==> config.mk <==
export PLATFORM = sky130hd
export DESIGN_NAME = tmse_ram
export DESIGN_NICKNAME = d
export VERILOG_FILES = /design/src/sv/tmse_ram.sv
export SDC_FILE = /design/constraint.sdc
export NUM_CORES = 1
export LEC_CHECK = 0
export ABC_AREA = 1
export BUFFER_PORTS_ARGS = -buffer_cell sky130_fd_sc_hd__clkbuf_2
export CAP_MARGIN = 0
export CORE_MARGIN = 2
export CORE_UTILIZATION = 30
export CTS_CLUSTER_DIAMETER = 150
export DETAILED_ROUTE_END_ITERATION = 10
export PLACE_DENSITY_LB_ADDON = 0.12
export SYNTH_ARGS = -nofsm -noshare
export SYNTH_HDL_FRONTEND = slang
export SYNTH_SLANG_ARGS = --single-unit
export TNS_END_PERCENT = 5
==> constraint.sdc <==
create_clock -name clk -period 1.05 [get_ports clk]
set_input_delay 0.105 -clock clk [delete_from_list [all_inputs] [get_ports clk]]
set_output_delay 0.105 -clock clk [all_outputs]
set_load 0.05 [all_outputs]
==> src/sv/tmse_ram.sv <==
// ----------------------------------------------------------------------------
// Generic RAM
// One write port and one read port with registered read data.
// ----------------------------------------------------------------------------
`default_nettype none

module tmse_ram #(
	parameter int WIDTH = 8,
	parameter int DEPTH = 16
) (
	input  wire logic                                         clk,
	input  wire logic                                         we,
	input  wire logic [((DEPTH > 1) ? $clog2(DEPTH) : 1)-1:0] waddr,
	input  wire logic [WIDTH-1:0]                             wdata,
	input  wire logic [((DEPTH > 1) ? $clog2(DEPTH) : 1)-1:0] raddr,
	output logic      [WIDTH-1:0]                             rdata
);

	logic [WIDTH-1:0] mem_q [DEPTH];
	logic [WIDTH-1:0] rdata_q;

	always_ff @(posedge clk) begin
		if (we) begin
			mem_q[waddr] <= wdata;
		end
		rdata_q <= mem_q[raddr];
	end

	assign rdata = rdata_q;

endmodule

`default_nettype wire

==> metrics.txt, run 1 <==
status finished with violations; violated checks negative setup slack; Synth Register Bits 136; critical path buffer and inverter count 1; fin nets 632; CP startpoint kind flop; Slew @ Worst Pin 511.9 ps; CTS clk-pin slew, worst paths 60 ps; hpwl dp 9905 µm; slack of the critical path -5.878 ps; top-count cell post-synth nand2_1; vias per inst 4.478; gpl congestion 0.8116; Setup Buffers After CTS 0; largest net degree at the start of global routing 28; first-pass detailed-route iteration total 7; CP max-delay cell dfxtp_4; Netlist Area Pre-Place 5767 µm²; Cells after DPL 829; Total GRT Usage 0.1560; RSZ-0062 raised after global routing true; Worst EP required 940 ps; biggest area consumer among synthesized cells edfxtp_1; top cells by area, synth edfxtp_1 (67%), nand2_1 (11%), nand3_1 (8.4%), inv_1 (6.5%), dfxtp_1 (2.8%); min Tclk post-route 1056 ps; Max-slew headroom 0.6587; sequential area share after synthesis 0.6943; worst-case hold slack 149.3 ps; CTS Hold Bufs 0; async set-reset flop share out of synthesis 0; Clock Tree Root clkbuf_16; Hold/Removal Path Class in2reg; die area 20350 µm²; number of I/O pins 26; first-pass GRT wire length 22630 µm; Final ANT Viol Nets 0; vias in the first global route 3851; VDD IR max 1.058 mV; Pins Over Slew Limit 0; dpl cell area 6404 µm²; DR DRC count 0; Unique masters post-synth 12; Finished Cell Area 7206 µm²; Initial Utilization 0.3073; Critical Path Fanout Max 1; CP peak stage delay 370 ps; synthesized instance count 551; setup violators final 3; Yosys top cell area share 0.6665; EDFF count, synth 128; Max Freq 947.1 MHz; H-tree Lvls 4; worst-path cell chain clkbuf_16; drt total wl 14670 µm; Inserted Diodes 0; drt initial violations 298; chip height 142.6 µm; # rows 50; remaining global-route overflow 0; Pwr Density 1853 nW/µm²; yosys warns 0; initial antenna violation count 0; CP top delay family flip-flops; WS Path Type reg2out; fillcell total 1834; Max Root-Sink Buffers 2; Post-synth top cells nand2_1 (173), edfxtp_1 (128), inv_1 (100); CTS sink cnt 136; CTS tree done; layout cells sized above 1 0.1853; mean area per synthesized cell 10.47 µm²; final hold viol count 0; final cell count without fillers 860; Syn-to-layout area delta 24.95%; Skew-Pair Late Insertion Delay 420 ps; Port Buffers 25; DR WL/cell 17.06 µm; Top FF cell, synth edfxtp_1; Mapped Nets 569; Chip Width 142.6 µm; critical path data arrival time 950 ps; max-cap violation count 0; routed via count 3851; Num CTS Buffers 17; core box area 18770 µm²; Tcrit/Tclk final 1.006; Pleak 3.112 nW; CP endpoint kind primary output; worst clock skew 6.395 ps
==> layer usage <==
metal | part of all wire | global-route usage
met1 | 0.49 | 0.2157
met4 | 0.013 | 0.05367
met3 | 0.038 | 0.03253
met5 | 0 | 0
met2 | 0.46 | 0.2447
==> layout by cell type, fill, tap and decap left out, drive strengths merged <==
master and n:
clkinvlp 4, dfxtp 8, nand3 97, bufinv 4, clkbuf 40, nand3b 2
inv 102, clkinv 5, buf 46, nor2 17, edfxtp 128, nand2 173
==> cell families (layout without fill, tap and decap cells) <==
group	Yosys count	count (layout)	synth area share
simple gates	289	289	0.2105
buf+inv	126	201	0.09525
flops	136	136	0.6943
==> per-stage QoR <==
| step | util | TNS, ps | total power, mW | worst slack [ps] |
|---|---|---|---|---|
| floorplan | - | -374.0 | 6.764 | -5.845 |
| global route | 0.3839 | -108.1 | 13.80 | -40.66 |
| detailed placement | 0.3412 | -8996 | 7.206 | -157.9 |
| global placement | 0.3412 | -6890 | 7.208 | -149.4 |
| CTS | 0.3808 | -103.0 | 13.47 | -35.30 |
| finish | 0.3839 | -12.21 | 13.36 | -5.878 |
==> power breakdown <==
part | switching (mW) | internal [mW] | total (mW)
Sequential | 0.0627 | 6.08 | 6.14
Clock | 2.21 | 3.94 | 6.15
Combinational | 0.679 | 0.388 | 1.07
Total | 2.95 | 10.4 | 13.4
==> area by class of cell <==
| class | count | area, µm² | area share |
|---|---|---|---|
| Sequential cell | 136 | 4023 | 0.5583 |
| Multi-Input combinational cell | 289 | 1269 | 0.1761 |
| Timing Repair Buffer | 68 | 629.4 | 0.08734 |
| Clock buffer | 18 | 429.2 | 0.05956 |
| Inverter | 102 | 382.9 | 0.05313 |
| Tap cell | 234 | 292.8 | 0.04063 |
| Clock inverter | 13 | 180.2 | 0.02500 |
==> registers in the layout, indices dropped and copies added (netlist names) <==
signal and cells:
mem_q 128, rdata 8
==> final timing paths <==
kind,startpoint,endpoint,slack (ps),depth (start not counted)
worst max-delay path,rdata[7]$_DFF_P_,rdata[7],-6,1
worst max register to register,mem_q[5][4]$_DFFE_PP_,rdata[4]$_DFF_P_,70,6
worst min register to register,mem_q[2][0]$_DFFE_PP_,rdata[0]$_DFF_P_,690,6
worst min-delay path,raddr[3],rdata[2]$_DFF_P_,150,4
==> repair_timing <==
item	in CTS	in global routing
endpoints found under the setup margin	9	14
gates resized for setup	29	16
gates cloned	0	0
pin swaps	0	1
Power figures use the tool's default switching activity.
==> run 2, diff against run 1 <==
--- a/config.mk
+++ b/config.mk
@@ -13,6 +13,7 @@
 export CTS_CLUSTER_DIAMETER = 150
 export DETAILED_ROUTE_END_ITERATION = 10
 export PLACE_DENSITY_LB_ADDON = 0.12
+export REMOVE_ABC_BUFFERS = 1
 export SYNTH_ARGS = -nofsm -noshare
 export SYNTH_HDL_FRONTEND = slang
 export SYNTH_SLANG_ARGS = --single-unit
==> constraint.sdc (replaced) <==
create_clock -name clk -period 1.05 [get_ports clk]
set_input_delay 0.0525 -clock clk [delete_from_list [all_inputs] [get_ports clk]]
set_output_delay 0.0525 -clock clk [all_outputs]
set_load 0.05 [all_outputs]
==> run 2 against run 1 <==
Net effect: the flow now finishes without violations; clock skew about the same; largest power group is now sequential cells; worst hold slack got worse by 22 ps; via count fell by 0.83%; clock power down 4.7%; combinational power is 7% lower; highest routed layer unchanged; flip-flop and latch count did not move; sequential power barely moved; die area stayed put; non-clock buffer count fell by 13.
==> metrics.txt, run 2 (same netlist as run 1, synthesis figures left out) <==
drt total wl 14740 µm (was 14670 µm); Final ANT Viol Nets 0 (unchanged); vias in the first global route 3785 (was 3851); Comb pwr share 0.077 (was 0.080); reg-to-reg endpoint rdata[3]$_DFF_P_ (was rdata[4]$_DFF_P_); largest net degree at the start of global routing 58 (was 28); DR DRC count 0 (unchanged); Clock Tree Root clkbuf_16 (unchanged); CP peak stage delay 360 ps (was 370 ps); layout cells sized above 1 0.1645 (was 0.1853); status finished, final reports clean (was finished with violations); drt initial violations 254 (was 298); Hold/Removal Path Class in2reg (unchanged); Cells after DPL 815 (was 829); setup violators final 0 (was 3); CTS tree done (unchanged); Critical Path Fanout Max 1 (unchanged); VDD IR max 1.065 mV (was 1.058 mV); CP endpoint kind primary output (unchanged); hpwl dp 9297 µm (was 9905 µm); Port Buffers 25 (unchanged); critical path buffer and inverter count 1 (unchanged); Clk pwr share 0.452 (was 0.460); WHS Path Cells 1 (was 4); CTS clk-pin slew, worst paths 60 ps (about the same); CP max-delay cell dfxtp_1 (was dfxtp_4); Initial Utilization 0.3073 (unchanged); GRT met3 Usage 0.03655 (was 0.03253); worst clock skew 6.639 ps (was 6.395 ps); Total GRT Usage 0.1561 (was 0.1560); M1 GR Usage 0.2200 (was 0.2157); Setup Buffers After CTS 0 (unchanged); CP top delay family flip-flops (unchanged); Inserted Diodes 0 (unchanged); commonest cells after routing, fill and taps aside nand2_1 (173), edfxtp_1 (128), inv_1 (100) (unchanged); WS Path Type reg2out (unchanged); Max Freq 974.9 MHz (was 947.1 MHz); Tcrit/Tclk final 0.9769 (was 1.006); Max-slew headroom 0.6591 (was 0.6587); DR WL/cell 17.39 µm (was 17.06 µm); sw frac 0.2387 (was 0.2210); max-cap violation count 0 (unchanged); chip height 142.6 µm (unchanged); r2r setup slk 50 ps (was 70 ps); max reg flops 128 (unchanged); Skew-Pair Late Insertion Delay 420 ps (about the same); initial antenna violation count 0 (unchanged); Chip Width 142.6 µm (unchanged); Sequential Power Share 0.472 (was 0.460); final cell count without fillers 848 (was 860); Pins Over Slew Limit 0 (unchanged); Slew @ Worst Pin 511.3 ps (was 511.9 ps); commonest non-fill, non-tap cell in the layout nand2_1 (unchanged); die area 20350 µm² (unchanged); largest register by flop count mem_q (unchanged); H-tree Lvls 4 (unchanged); Pint 9.865 mW (was 10.40 mW); CTS sink cnt 136 (unchanged); Pwr Density 1850 nW/µm² (was 1853 nW/µm²); CP startpoint kind flop (unchanged); Syn-to-layout area delta 21.48% (was 24.95%); Hold Path Sink mem_q[6][6]$_DFFE_PP_ (was rdata[2]$_DFF_P_); number of I/O pins 26 (unchanged); Max Root-Sink Buffers 2 (unchanged); routed via count 3819 (was 3851); first-pass detailed-route iteration total 5 (was 7); first-pass GRT wire length 22960 µm (was 22630 µm); RSZ-0062 raised after global routing true (unchanged); Sw Pwr 3.094 mW (was 2.952 mW); hold path start wdata[6] (was raddr[3]); fin nets 619 (was 632); Worst EP required 1000 ps (was 940 ps); most used routing layer met2 (unchanged); worst-case hold slack 127.5 ps (was 149.3 ps); Pleak 3.005 nW (was 3.112 nW); GR met2 Demand/Resource 0.2414 (was 0.2447); min Tclk post-route 1026 ps (was 1056 ps); fillcell total 1879 (was 1834); critical path data arrival time 970 ps (was 950 ps); r2r worst-path depth 6 (unchanged); final hold viol count 0 (unchanged); core box area 18770 µm² (unchanged); Num CTS Buffers 17 (unchanged); RR Startpoint mem_q[12][3]$_DFFE_PP_ (was mem_q[5][4]$_DFFE_PP_); worst-path cell chain clkbuf_8 (was clkbuf_16); gpl congestion 0.7518 (was 0.8116); vias per inst 4.504 (was 4.478); # rows 50 (unchanged); remaining global-route overflow 0 (unchanged)
[run 2: cell types whose count changed in the layout (fill, tap and decap cells not counted), sizes merged]
cell / change
buf: -16
clkinv: +1
inv: +2
dlygate4sd3: +1
clkbuf: +1
bufinv: -2
clkinvlp: +1
[run 2: power groups by stage]
stage	Combinational (mW)	Sequential, mW	Clock (mW)
final	0.992	6.11	5.86
after global routing	1.10	6.12	6.18
after CTS	0.994	6.11	5.98
after detailed placement	0.947	6.22	0
after global placement	0.945	6.22	0
after floorplan	0.328	6.34	0
[run 2: layout make-up]
class / instances / area (µm²) / area share
sequential: 136 / 4005 / 0.5717
clock buffer: 17 / 425.4 / 0.06073
clock inverter: 15 / 153.9 / 0.02197
inverter: 102 / 382.9 / 0.05465
timing repair buffer: 55 / 461.7 / 0.06590
tap: 234 / 292.8 / 0.04179
multi-input combinational: 289 / 1284 / 0.1832
[run 2: what timing repair did]
item	in CTS	in global routing
gates resized for setup	16	12
gates cloned	0	0
pin swaps	0	1
hold buffers	1	0
endpoints found under the hold margin	1	0
setup endpoints to repair	10	8
[run 2: layer usage]
layer	routed length [µm]	part of all wire
met2	6801	0.46
met4	182	0.012
met1	7086	0.48
met3	673	0.046
met5	0	0
[run 2: stage by stage]
stage	power, mW	TNS, ps	instance area [µm²]	setup slack, ps	util
6_report	12.96	0	7005	24.22	0.3733
3_5_place_dp	7.170	-2649	6299	-156.1	0.3356
2_1_floorplan	6.663	0	5600	17.02	-
4_1_cts	13.08	0	6949	3.363	0.3703
3_3_place_gp	7.169	-1935	6299	-130.0	0.3356
5_1_grt	13.41	-86.12	7005	-23.94	0.3733
[run 2: how the worst max path moves through the flow]
stage | slack [ps] | end | depth (start not counted) | start
2_1_floorplan | 20 | rdata[2]$_DFF_P_ | 6 | raddr[0]
3_3_place_gp | -130 | rdata[4]$_DFF_P_ | 7 | raddr[0]
3_5_place_dp | -160 | rdata[4]$_DFF_P_ | 7 | raddr[0]
4_1_cts | 3 | rdata[2] | 1 | rdata[2]$_DFF_P_
5_1_grt | -20 | rdata[6]$_DFF_P_ | 6 | mem_q[13][6]$_DFFE_PP_
6_report | 20 | rdata[4] | 1 | rdata[4]$_DFF_P_
[run 2: worst register-to-register path, delay by kind of cell, from the launching register on]
family | cells | cell delay (ps)
buffers and inverters | 1 | 60
AND/OR/NAND/NOR | 5 | 460
flip-flops | 1 | 360
==> run 3, diff against run 2 <==
--- a/config.mk
+++ b/config.mk
@@ -13,6 +13,7 @@
 export CTS_CLUSTER_DIAMETER = 150
 export DETAILED_ROUTE_END_ITERATION = 10
 export PLACE_DENSITY_LB_ADDON = 0.12
+export RECOVER_POWER = 100
 export REMOVE_ABC_BUFFERS = 1
 export SYNTH_ARGS = -nofsm -noshare
 export SYNTH_HDL_FRONTEND = slang
==> run 3 against run 2 <==
Net effect: clock power barely moved; flip-flop and latch count did not move; clock skew rose by 0.73 ps; final cell count did not move; critical path depth did not move; worst setup slack improved by 4.6 ps; critical path type unchanged; largest cell class unchanged; largest power group unchanged; highest routed layer unchanged.
==> metrics.txt, run 3 (same netlist as run 1, synthesis figures left out) <==
CP endpoint kind primary output (unchanged); Max Root-Sink Buffers 2 (unchanged); worst-path cell chain buf_4 (was clkbuf_8); gpl congestion 0.7518 (unchanged); remaining global-route overflow 0 (unchanged); Num CTS Buffers 17 (unchanged); routed via count 3834 (was 3819); DRT met1 WL 7361 µm (was 7086 µm); Clock Tree Root clkbuf_16 (unchanged); dpl cell area 6299 µm² (unchanged); Skew-Pair Late Insertion Delay 420 ps (about the same); critical path data arrival time 970 ps (about the same); CP top delay family flip-flops (unchanged); Critical Path Fanout Max 1 (unchanged); VDD IR max 1.050 mV (was 1.065 mV); Pins Over Slew Limit 0 (unchanged); Total GRT Usage 0.1561 (unchanged); CTS tree done (unchanged); pre-CTS setup slack -156.1 ps (unchanged); drt initial violations 233 (was 254); Worst EP required 1000 ps (about the same); Initial Utilization 0.3073 (unchanged); Setup TNS 0 ps (unchanged); Tcrit/Tclk final 0.9725 (was 0.9769); max reg flops 128 (unchanged); number of I/O pins 26 (unchanged); metal2 WL 6793 µm (was 6801 µm); H-tree Lvls 4 (unchanged); vias per inst 4.521 (was 4.504); initial antenna violation count 0 (unchanged); first-pass detailed-route iteration total 5 (unchanged); Max-slew headroom 0.2540 (was 0.6591); # rows 50 (unchanged); CTS sink cnt 136 (unchanged); Inserted Diodes 0 (unchanged); Pleak 2.928 nW (was 3.005 nW); Finished Cell Area 6930 µm² (was 7005 µm²); fin nets 619 (unchanged); drt total wl 14840 µm (was 14740 µm); Slew @ Worst Pin 1119 ps (was 511.3 ps); Max Freq 979.3 MHz (was 974.9 MHz); RSZ-0062 raised after global routing true (unchanged); commonest cells after routing, fill and taps aside nand2_1 (173), edfxtp_1 (128), inv_1 (100) (unchanged); setup violators final 0 (unchanged); hpwl dp 9297 µm (unchanged); DR DRC count 0 (unchanged); CP max-delay cell dfxtp_2 (was dfxtp_1); Hold/Removal Path Class in2reg (unchanged); largest register by flop count mem_q (unchanged); min Tclk post-route 1021 ps (was 1026 ps); Chip Width 142.6 µm (unchanged); slack of the critical path 28.84 ps (was 24.22 ps); worst clock skew 7.365 ps (was 6.639 ps); WS Path Type reg2out (unchanged); Top Metal Used met4 (unchanged); critical path buffer and inverter count 1 (unchanged); largest net degree at the start of global routing 58 (unchanged); core box area 18770 µm² (unchanged); die area 20350 µm² (unchanged); layout cells sized above 1 0.1319 (was 0.1645); fillcell total 1895 (was 1879); Final ANT Viol Nets 0 (unchanged); routed length on met3 528 µm (was 673 µm); DR WL/cell 17.50 µm (was 17.39 µm); final hold viol count 0 (unchanged); Port Buffers 25 (unchanged); status finished, final reports clean (unchanged); chip height 142.6 µm (unchanged); max-cap violation count 0 (unchanged); Syn-to-layout area delta 20.18% (was 21.48%); CP peak stage delay 350 ps (was 360 ps); Pwr Density 1868 nW/µm² (was 1850 nW/µm²); CTS clk-pin slew, worst paths 60 ps (about the same); commonest non-fill, non-tap cell in the layout nand2_1 (unchanged); CP startpoint kind flop (unchanged); first-pass GRT wire length 22960 µm (unchanged); utilization after layout 0.3693 (was 0.3733); vias in the first global route 3785 (unchanged)
run 3: worst paths after layout:
kind                          start               end  slack (ps)  cells past startpoint
max                rdata[3]$_DFF_P_          rdata[3]          30                      1
min                        raddr[2]  rdata[7]$_DFF_P_         200                      6
max reg2reg  mem_q[12][3]$_DFFE_PP_  rdata[3]$_DFF_P_          50                      6
min reg2reg   mem_q[2][3]$_DFFE_PP_  rdata[3]$_DFF_P_         660                      6
run 3: final cells by class:
class                           instances  area [µm²]  share of cell area
Tap cell                              234       292.8             0.04225
Timing Repair Buffer                   55       391.6             0.05651
Sequential cell                       136        4005              0.5779
Multi-Input combinational cell        289        1279              0.1845
Inverter                              102       382.9             0.05524
Clock inverter                         15       153.9             0.02221
Clock buffer                           17       425.4             0.06138
run 3: per-layer routing:
| metal | vias up | global-route usage |
|---|---|---|
| li1 | 1876 | - |
| met1 | 1863 | 0.2200 |
| met2 | 80 | 0.2414 |
| met3 | 15 | 0.03655 |
| met4 | 0 | 0.04429 |
| met5 | - | 0 |
run 3: metrics by stage:
| stage | hold WS [ps] | power (mW) | std cells |
|---|---|---|---|
| after detailed placement | 363.8 | 7.170 | 815 |
| after floorplan | 151.4 | 6.663 | 527 |
| after CTS | 144.6 | 13.08 | 848 |
| after global routing | 238.6 | 13.39 | 848 |
| after global placement | 368.2 | 7.169 | 815 |
| final | 197.9 | 12.95 | 848 |
run 3: repair_timing:
action / in CTS / in global routing
hold buffers: 1 / 0
gates cloned: 0 / 0
hold endpoints to repair: 1 / 0
setup buffers: 0 / 0
endpoints found under the setup margin: 10 / 8
pin swaps: 0 / 1
resized for setup: 16 / 12
run 3: report_power, final:
| group | internal (mW) | switching [mW] |
|---|---|---|
| logic | 0.286 | 0.693 |
| clock network | 3.49 | 2.36 |
| registers | 6.07 | 0.0413 |
| total | 9.85 | 3.09 |
run 3: tightest hold or removal path, cell delays in order:
cell and delay (ps):
clkbuf_2 120, inv_1 60, buf_4 160, nand3_1 80, nand3_1 60, nand2_1 50
